### src/ocx_pkg.sv
package ocx_pkg;

  // fixed field widths
  localparam int unsigned GENE_W  = 7;
  localparam int unsigned CUT_W   = 6;
  localparam int unsigned COUNT_W = 7;

  localparam logic [COUNT_W-1:0] CLIENT_COUNT_RST = 7'd64;

  // one queued item as classified by the front end
  typedef struct packed {
    logic              store;  // load slot still free, write the pair
    logic              last;   // final pair, starts a run
    logic [GENE_W-1:0] gene1;
    logic [GENE_W-1:0] gene2;
  } ocx_cmd_t;

  typedef enum logic [3:0] {
    ST_IDLE = 4'b0001,
    ST_COPY = 4'b0010,
    ST_FILL = 4'b0100,
    ST_OUT  = 4'b1000
  } ocx_state_e;

endpackage

### src/ocx_front.sv
module ocx_front #(
  parameter int unsigned MAX_GENES = 64,
  parameter int unsigned IDX_W     = $clog2(MAX_GENES),
  parameter int unsigned CNT_W     = $clog2(MAX_GENES + 1)
) (
  input  logic                        clk_i,
  input  logic                        rst_ni,
  input  logic [CNT_W-1:0]            n_i,
  input  logic                        accept_i,
  input  logic [ocx_pkg::GENE_W-1:0]  parent1_gene_i,
  input  logic [ocx_pkg::GENE_W-1:0]  parent2_gene_i,
  input  logic [ocx_pkg::CUT_W-1:0]   cut_start_i,
  input  logic [ocx_pkg::CUT_W-1:0]   cut_end_i,
  input  logic                        last_pair_i,
  output ocx_pkg::ocx_cmd_t           cmd_o,
  output logic [IDX_W-1:0]            widx_o,
  output logic [IDX_W-1:0]            cs_o,
  output logic [IDX_W-1:0]            ce_o
);

  logic [CNT_W-1:0] load_q, load_d;
  logic             store;
  logic [CNT_W-1:0] n_m1;

  assign store = (load_q < CNT_W'(MAX_GENES));
  assign n_m1  = n_i - CNT_W'(1);

  assign cmd_o.store = store;
  assign cmd_o.last  = last_pair_i;
  assign cmd_o.gene1 = parent1_gene_i;
  assign cmd_o.gene2 = parent2_gene_i;
  assign widx_o      = load_q[IDX_W-1:0];

  // cut points at or past the count clamp to the last position
  always_comb begin
    if ({1'b0, cut_start_i} >= ocx_pkg::GENE_W'(n_i)) begin
      cs_o = n_m1[IDX_W-1:0];
    end else begin
      cs_o = cut_start_i[IDX_W-1:0];
    end
    if ({1'b0, cut_end_i} >= ocx_pkg::GENE_W'(n_i)) begin
      ce_o = n_m1[IDX_W-1:0];
    end else begin
      ce_o = cut_end_i[IDX_W-1:0];
    end
  end

  always_comb begin
    load_d = load_q;
    if (accept_i) begin
      if (last_pair_i) begin
        load_d = '0;
      end else if (store) begin
        load_d = load_q + CNT_W'(1);
      end
    end
  end

  always_ff @(posedge clk_i or negedge rst_ni) begin
    if (!rst_ni) begin
      load_q <= '0;
    end else begin
      load_q <= load_d;
    end
  end

endmodule

### src/ocx_queue.sv
module ocx_queue #(
  parameter int unsigned DATA_W = 8
) (
  input  logic              clk_i,
  input  logic              rst_ni,
  input  logic              push_i,
  input  logic [DATA_W-1:0] data_i,
  input  logic              pop_i,
  output logic [DATA_W-1:0] data_o,
  output logic              empty_o,
  output logic              full_o
);

  logic [DATA_W-1:0] slot_q [2];
  logic              wptr_q, rptr_q;
  logic [1:0]        cnt_q;

  assign empty_o = (cnt_q == 2'd0);
  assign full_o  = (cnt_q == 2'd2);
  assign data_o  = slot_q[rptr_q];

  always_ff @(posedge clk_i or negedge rst_ni) begin
    if (!rst_ni) begin
      wptr_q <= 1'b0;
      rptr_q <= 1'b0;
      cnt_q  <= 2'd0;
    end else begin
      if (push_i) begin
        wptr_q <= ~wptr_q;
      end
      if (pop_i) begin
        rptr_q <= ~rptr_q;
      end
      if (push_i && !pop_i) begin
        cnt_q <= cnt_q + 2'd1;
      end else if (pop_i && !push_i) begin
        cnt_q <= cnt_q - 2'd1;
      end
    end
  end

  always_ff @(posedge clk_i) begin
    if (push_i) begin
      slot_q[wptr_q] <= data_i;
    end
  end

endmodule

### src/ocx_back.sv
module ocx_back #(
  parameter int unsigned MAX_GENES = 64,
  parameter int unsigned IDX_W     = $clog2(MAX_GENES),
  parameter int unsigned CNT_W     = $clog2(MAX_GENES + 1)
) (
  input  logic                        clk_i,
  input  logic                        rst_ni,
  input  logic [CNT_W-1:0]            n_i,
  input  logic                        avail_i,
  output logic                        pop_o,
  input  ocx_pkg::ocx_cmd_t           cmd_i,
  input  logic [IDX_W-1:0]            widx_i,
  input  logic [IDX_W-1:0]            cs_i,
  input  logic [IDX_W-1:0]            ce_i,
  output logic                        strobe_o,
  output logic [ocx_pkg::GENE_W-1:0]  gene_o,
  output logic                        last_o
);

  localparam int unsigned GW = ocx_pkg::GENE_W;

  logic [GW-1:0] p1_mem [MAX_GENES];
  logic [GW-1:0] p2_mem [MAX_GENES];
  logic [GW-1:0] ch_mem [MAX_GENES];
  logic [GW-1:0] p1_rd_q, p2_rd_q, ch_rd_q;

  ocx_pkg::ocx_state_e state_q;
  logic [CNT_W-1:0]    cnt_q, copied_q, remain_q;
  logic [IDX_W-1:0]    pos_q, fr_q, cw_pos_q;
  logic [MAX_GENES:0]  used_q;
  logic [MAX_GENES-1:0] filled_q;
  logic                cp_v_q, fv_q, ov_q, olast_q, owr_q;

  logic [IDX_W-1:0] pos_nx, fr_nx, ce_nx;
  logic [CNT_W:0]   diff, diff_m;
  logic [CNT_W-1:0] copied_new;
  logic             p2_used, fill_we, start;
  logic             ch_we;
  logic [IDX_W-1:0] ch_wa;
  logic [GW-1:0]    ch_wd;

  assign pop_o = avail_i && (state_q == ocx_pkg::ST_IDLE);
  assign start = pop_o && cmd_i.last;

  // ring steps modulo the active count
  assign pos_nx = (CNT_W'(pos_q) + CNT_W'(1) == n_i) ? '0 : pos_q + IDX_W'(1);
  assign fr_nx  = (CNT_W'(fr_q) + CNT_W'(1) == n_i) ? '0 : fr_q + IDX_W'(1);
  assign ce_nx  = (CNT_W'(ce_i) + CNT_W'(1) == n_i) ? '0 : ce_i + IDX_W'(1);

  // copied = ((ce + n - cs) mod n) + 1; the sum stays below 2n
  assign diff       = (CNT_W+1)'(ce_i) + (CNT_W+1)'(n_i) - (CNT_W+1)'(cs_i);
  assign diff_m     = (diff >= (CNT_W+1)'(n_i)) ? diff - (CNT_W+1)'(n_i) : diff;
  assign copied_new = diff_m[CNT_W-1:0] + CNT_W'(1);

  // ids above the map range never count as used
  assign p2_used = (p2_rd_q <= GW'(MAX_GENES)) && used_q[p2_rd_q[CNT_W-1:0]];
  assign fill_we = fv_q && !p2_used && (remain_q != '0);

  always_comb begin
    ch_we = 1'b0;
    ch_wa = pos_q;
    ch_wd = p2_rd_q;
    if (cp_v_q) begin
      ch_we = 1'b1;
      ch_wa = cw_pos_q;
      ch_wd = p1_rd_q;
    end else if (fill_we) begin
      ch_we = 1'b1;
    end
  end

  always_ff @(posedge clk_i or negedge rst_ni) begin
    if (!rst_ni) begin
      state_q  <= ocx_pkg::ST_IDLE;
      cnt_q    <= '0;
      copied_q <= '0;
      remain_q <= '0;
      pos_q    <= '0;
      fr_q     <= '0;
      cw_pos_q <= '0;
      used_q   <= '0;
      filled_q <= '0;
      cp_v_q   <= 1'b0;
      fv_q     <= 1'b0;
      ov_q     <= 1'b0;
      olast_q  <= 1'b0;
      owr_q    <= 1'b0;
    end else begin
      cp_v_q <= 1'b0;
      fv_q   <= 1'b0;
      ov_q   <= 1'b0;
      case (state_q)
        ocx_pkg::ST_IDLE: begin
          if (start) begin
            state_q  <= ocx_pkg::ST_COPY;
            cnt_q    <= '0;
            pos_q    <= cs_i;
            fr_q     <= ce_nx;
            copied_q <= copied_new;
            remain_q <= n_i - copied_new;
            used_q   <= '0;
            filled_q <= '0;
          end
        end
        ocx_pkg::ST_COPY: begin
          cp_v_q   <= 1'b1;
          cw_pos_q <= pos_q;
          pos_q    <= pos_nx;
          cnt_q    <= cnt_q + CNT_W'(1);
          if (cnt_q + CNT_W'(1) == copied_q) begin
            state_q <= ocx_pkg::ST_FILL;
            cnt_q   <= '0;
          end
        end
        ocx_pkg::ST_FILL: begin
          // n reads of parent two, then a final step for the last check
          if (cnt_q != n_i) begin
            fv_q  <= 1'b1;
            fr_q  <= fr_nx;
            cnt_q <= cnt_q + CNT_W'(1);
          end else begin
            state_q <= ocx_pkg::ST_OUT;
            cnt_q   <= '0;
          end
        end
        ocx_pkg::ST_OUT: begin
          ov_q    <= 1'b1;
          olast_q <= (cnt_q + CNT_W'(1) == n_i);
          owr_q   <= filled_q[cnt_q[IDX_W-1:0]];
          cnt_q   <= cnt_q + CNT_W'(1);
          if (cnt_q + CNT_W'(1) == n_i) begin
            state_q <= ocx_pkg::ST_IDLE;
          end
        end
        default: begin
          state_q <= ocx_pkg::ST_IDLE;
        end
      endcase

      if (cp_v_q) begin
        filled_q[cw_pos_q] <= 1'b1;
        if (p1_rd_q <= GW'(MAX_GENES)) begin
          used_q[p1_rd_q[CNT_W-1:0]] <= 1'b1;
        end
      end
      if (fill_we) begin
        filled_q[pos_q] <= 1'b1;
        pos_q           <= pos_nx;
        remain_q        <= remain_q - CNT_W'(1);
      end
    end
  end

  always_ff @(posedge clk_i) begin
    if (pop_o && cmd_i.store) begin
      p1_mem[widx_i] <= cmd_i.gene1;
      p2_mem[widx_i] <= cmd_i.gene2;
    end
    if (ch_we) begin
      ch_mem[ch_wa] <= ch_wd;
    end
    p1_rd_q <= p1_mem[pos_q];
    p2_rd_q <= p2_mem[fr_q];
    ch_rd_q <= ch_mem[cnt_q[IDX_W-1:0]];
  end

  assign strobe_o = ov_q;
  assign last_o   = olast_q;
  assign gene_o   = owr_q ? ch_rd_q : '0;

endmodule

### src/ordered_crossover_permutation.sv
// channel   signals                                         handshake
// -------   ---------------------------------------------   ---------------------------
// input     parent1/2_gene_i, cut_start/end_i, last_pair_i   start && !busy at the edge
// result    child_gene_o, child_last_o                      result_strobe_o, one cycle
// config    cfg_wdata_i (client_count)                      cfg_we_i, written at the edge
//
// Gene pairs are taken while busy is low and wait in a two-entry queue in front of the engine.
// A run holds the engine through the start step, a read of each copied gene
// through the parent one port, n reads plus a final check through the parent
// two port, then one child gene per cycle out of the child memory.
// busy is high only while the queue holds two items; the used-id map and the
// child fill flags clear in the cycle a run starts. Results cannot be held off.
module ordered_crossover_permutation #(
  parameter int unsigned MAX_GENES = 64
) (
  input  logic                        clk_i,
  input  logic                        rst_ni,
  input  logic                        start,
  output logic                        busy,
  input  logic [ocx_pkg::GENE_W-1:0]  parent1_gene_i,
  input  logic [ocx_pkg::GENE_W-1:0]  parent2_gene_i,
  input  logic [ocx_pkg::CUT_W-1:0]   cut_start_i,
  input  logic [ocx_pkg::CUT_W-1:0]   cut_end_i,
  input  logic                        last_pair_i,
  output logic                        result_strobe_o,
  output logic [ocx_pkg::GENE_W-1:0]  child_gene_o,
  output logic                        child_last_o,
  input  logic                        cfg_we_i,
  input  logic [ocx_pkg::COUNT_W-1:0] cfg_wdata_i
);

  localparam int unsigned IDX_W  = $clog2(MAX_GENES);
  localparam int unsigned CNT_W  = $clog2(MAX_GENES + 1);
  localparam int unsigned CMD_W  = $bits(ocx_pkg::ocx_cmd_t);
  localparam int unsigned DATA_W = CMD_W + 3 * IDX_W;

  logic [ocx_pkg::COUNT_W-1:0] count_q;
  logic [CNT_W-1:0]            n_eff;

  ocx_pkg::ocx_cmd_t f_cmd, b_cmd;
  logic [IDX_W-1:0]  f_widx, f_cs, f_ce, b_widx, b_cs, b_ce;
  logic [DATA_W-1:0] q_in, q_out;
  logic              accept, q_pop, q_empty, q_full;

  always_ff @(posedge clk_i or negedge rst_ni) begin
    if (!rst_ni) begin
      count_q <= ocx_pkg::CLIENT_COUNT_RST;
    end else if (cfg_we_i) begin
      count_q <= cfg_wdata_i;
    end
  end

  // zero acts as one, anything above the store depth as the depth
  always_comb begin
    if (count_q == '0) begin
      n_eff = CNT_W'(1);
    end else if (count_q > ocx_pkg::COUNT_W'(MAX_GENES)) begin
      n_eff = CNT_W'(MAX_GENES);
    end else begin
      n_eff = count_q[CNT_W-1:0];
    end
  end

  assign busy   = q_full;
  assign accept = start && !busy;

  ocx_front #(
    .MAX_GENES (MAX_GENES)
  ) u_front (
    .clk_i          (clk_i),
    .rst_ni         (rst_ni),
    .n_i            (n_eff),
    .accept_i       (accept),
    .parent1_gene_i (parent1_gene_i),
    .parent2_gene_i (parent2_gene_i),
    .cut_start_i    (cut_start_i),
    .cut_end_i      (cut_end_i),
    .last_pair_i    (last_pair_i),
    .cmd_o          (f_cmd),
    .widx_o         (f_widx),
    .cs_o           (f_cs),
    .ce_o           (f_ce)
  );

  assign q_in = {f_cmd, f_widx, f_cs, f_ce};
  assign {b_cmd, b_widx, b_cs, b_ce} = q_out;

  ocx_queue #(
    .DATA_W (DATA_W)
  ) u_queue (
    .clk_i   (clk_i),
    .rst_ni  (rst_ni),
    .push_i  (accept),
    .data_i  (q_in),
    .pop_i   (q_pop),
    .data_o  (q_out),
    .empty_o (q_empty),
    .full_o  (q_full)
  );

  ocx_back #(
    .MAX_GENES (MAX_GENES)
  ) u_back (
    .clk_i    (clk_i),
    .rst_ni   (rst_ni),
    .n_i      (n_eff),
    .avail_i  (!q_empty),
    .pop_o    (q_pop),
    .cmd_i    (b_cmd),
    .widx_i   (b_widx),
    .cs_i     (b_cs),
    .ce_i     (b_ce),
    .strobe_o (result_strobe_o),
    .gene_o   (child_gene_o),
    .last_o   (child_last_o)
  );

  // a run's genes leave in one unbroken burst
  a_burst: assert property (@(posedge clk_i) disable iff (!rst_ni)
    (result_strobe_o && !child_last_o) |=> result_strobe_o)
    else $error("child gene burst broken");

  // a run's final gene is never directly followed by another result
  a_gap: assert property (@(posedge clk_i) disable iff (!rst_ni)
    (result_strobe_o && child_last_o) |=> !result_strobe_o)
    else $error("result right after final gene");

  // the engine only drains a non-empty queue
  a_pop: assert property (@(posedge clk_i) disable iff (!rst_ni)
    q_pop |-> !q_empty)
    else $error("pop from empty queue");

endmodule
### config.mk
export PLATFORM = sky130hd
export DESIGN_NAME = ordered_crossover_permutation
export DESIGN_NICKNAME = d
export VERILOG_FILES = /design/src/ocx_pkg.sv /design/src/ocx_front.sv /design/src/ocx_queue.sv /design/src/ocx_back.sv /design/src/ordered_crossover_permutation.sv
export SDC_FILE = /design/constraint.sdc
export NUM_CORES = 2
export LEC_CHECK = 0
export BUFFER_PORTS_ARGS = -buffer_cell sky130_fd_sc_hd__buf_2
export CORE_MARGIN = 2
export CORE_UTILIZATION = 40
export CTS_CLUSTER_DIAMETER = 100
export DETAILED_ROUTE_END_ITERATION = 10
export GPL_ROUTABILITY_DRIVEN = 0
export GPL_TIMING_DRIVEN = 0
export HOLD_SLACK_MARGIN = 0.05
export PLACE_DENSITY = 0.57
export SLEW_MARGIN = 10
export SYNTH_ARGS = -nofsm -noshare
export SYNTH_HDL_FRONTEND = slang
export SYNTH_HIERARCHICAL = 1
export SYNTH_SLANG_ARGS = --single-unit
### constraint.sdc
create_clock -name clk_i -period 7.6 [get_ports clk_i]
set_clock_uncertainty 0.15 [all_clocks]
set_input_delay 0.38 -clock clk_i [delete_from_list [all_inputs] [get_ports clk_i]]
set_output_delay 0.38 -clock clk_i [all_outputs]
set_load 0.005 [all_outputs]
==> results.cfg <==
[drt]
dr_wl_met2_um = 90900
via_per_inst = 5.87
wl_met3_um = 16200
drcViolationCount = 0
top_layer_used = met4
detail-route-antenna-nets = 0
vias = 39717
drt-pass1-iter-count = 6
routed_wirelength_um = 193000
drt-met1-wl_um = 80200
drt_iter0_markers = 4681
post_drt_wl_per_cell_um = 28.5

[job]
drv_cap = 0

[synth]
synthFlopType = edfxtp_1
yosysSeqAreaShare = 0.713
synth_edf_count = 1412
synth-seq-cells = 1628
syn-cell-area_um2 = 66900
syn_nets = 4187
syn_area_per_cell_um2 = 16.3
syn_inst = 4101
ys_warn_count = 6
synth_cell_type_count = 87
synth_async_sr_flop_share = 0.120

[layout]
antenna_cells = 0
design_area_um2 = 77200
syn2layout_area_growth_pct = 15.5
finalNonFillerCells = 6765
drive_above_1_share = 0.167
nNetsFinal = 4508
mostFrequentLayoutCells = edfxtp_1 (1,412), nor2_1 (237), mux2i_1 (215)
post-route-util = 0.463
final_common_cell = edfxtp_1

[sta]
fin_crit_sh = 0.917
fmax_mhz = 143
rsz0062_at_grt = no
min_period_ps = 6970
fin_hold_ws_ps = 129
maxSlewViolCount = 0
relSlewSlack = 0.0767
worst_pin_slew_ps = 1380
timing.setup.tns_ps = 0
hold_viol = 0
setup_slack_ps = 628
setup_viol = 0

[place]
dp_slack_ps = -585
numPlacedInstances = 6405
dpl_cell_area_um2 = 71100
dp_hpwl_um = 129000
io_buffers = 31

[clock_tree]
clk_pin_slew_worst_paths_ps = 60
tritoncts = built
clock_sinks = 1628
htreeDepth = 4
cts_max_path_buffers = 3
clk_latency_ps = 830
cts-buffers-inserted = 173
cts_root_buf = clkbuf_16

[global_routing]
grt_max_degree = 93
track_usage = 0.225
overflow = 0
grt_pass1_wl_um = 276000
antenna_found_initial = 3
first_global_vias = 38624

[pwr]
power_density_nw_per_um2 = 423
irDropWorstVdd_mv = 0.472
power.total_mw = 32.7
p_leak_nw = 25.7

[worst_setup_path]
slowest_delay_ps = 380
slowest_stage = ha_1
crit_required_ps = 8190
cp-end-kind = flop
cp.arrival_ps = 7570
worstSetupPathType = flop to flop
worst-path-max-fanout = 10
critPathLaunchType = flop

[floorplan]
core-area_um2 = 167000
io_pins = 48
die_h_um = 413
die_w_um = 413
fp.dieArea_um2 = 170000
rows = 150
initial_core_util = 0.401

[outcome]
status = finished, final reports clean

[worst_hold_path]
min_path_type = input pin to flop
-- where the power goes --
group / internal [mW] / switching, mW / total (mW)
Sequential: 11.4 / 0.305 / 11.7
Combinational: 4.27 / 8.48 / 12.7
Clock: 4.72 / 3.52 / 8.23
Total: 20.4 / 12.3 / 32.7
-- worst max-delay path, delay by kind of cell, from the launching register on --
family | cells | cell delay (ps)
AO/OA/AOI/OAI | 7 | 1540
adder cells (fa/ha/maj) | 5 | 1440
buffers and inverters | 7 | 1120
multiplexers | 3 | 800
AND/OR/NAND/NOR | 6 | 750
XOR/XNOR | 3 | 700
flip-flops | 1 | 350
-- worst paths after layout --
kind	startpoint	to	slack, ps	depth (start not counted)
hold / removal	parent1_gene_i[4]	u_queue/slot_q[1][29]	130	2
setup reg to reg	u_queue/rptr_q	u_back/remain_q[6]	630	31
min in group asynchronous	rst_ni	u_back/remain_q[4]	600	4
setup / recovery	u_queue/rptr_q	u_back/remain_q[6]	630	31
hold reg to reg	u_back/used_q[59]	u_back/used_q[59]	320	2
max in group asynchronous	rst_ni	count_q[5]	5470	4
-- flip-flops by register name (all words and copies together), names as in the netlist, 64 cells and up --
register	count
u_back/ch_mem	448
u_back/used_q	65
u_back/p1_mem	448
u_back/filled_q	64
u_queue/slot_q	68
u_back/p2_mem	448
-- layer usage --
layer,GRT usage,up-vias
met5,0,-
met4,0.0639,0
met3,0.0482,305
met2,0.359,1663
met1,0.310,20775
li1,-,16974
-- timing repair --
item / CTS / global route
endpoints found under the hold margin: 178 / 0
hold buffers: 45 / 0
buffers inserted: 0 / 1
endpoints found under the setup margin: 3 / 4
gates cloned: 0 / 0
resized for setup: 12 / 10
pin swaps: 0 / 2
-- area by class of cell --
type	instances	area, um^2
Fill cell	14287	89500
Sequential cell	1628	47700
Multi-Input combinational cell	2136	18000
Clock buffer	217	4600
Tap cell	2204	2760
Timing Repair Buffer	147	1690
Buffer	259	1170
Clock inverter	97	955
Inverter	77	293
-- synth_stat cells (16+ instances only) --
cell	n	area, um^2
a221o_1	67	671
o211ai_1	16	120
mux2_4	33	495
nand4_1	49	307
mux2i_1	216	2160
buf_1	54	203
a22o_1	88	771
dfrtp_1	193	4830
ha_1	40	500
o21ai_0	116	581
dfxtp_1	21	420
nor3_1	26	130
buf_4	22	165
mux2_2	61	687
a22oi_1	149	1120
nand2_1	166	623
mux4_2	167	3760
nor2b_1	18	113
o22ai_1	65	407
o221ai_1	59	517
a221oi_1	38	333
nand2b_1	23	144
xor2_1	25	219
clkbuf_1	168	631
nor2_1	303	1140
a21oi_1	116	581
nand3_1	50	250
inv_1	74	278
xnor2_1	57	499
edfxtp_1	1412	42400
-- logic make-up after synthesis --
kind of cell | synth area share
mux | 0.107
compound gates | 0.0869
flops | 0.713
buf+inv | 0.0217
simple gates | 0.0504
fa+ha+maj | 0.0102
xor+xnor | 0.0107
No activity file was read; power rests on OpenSTA's default activity.
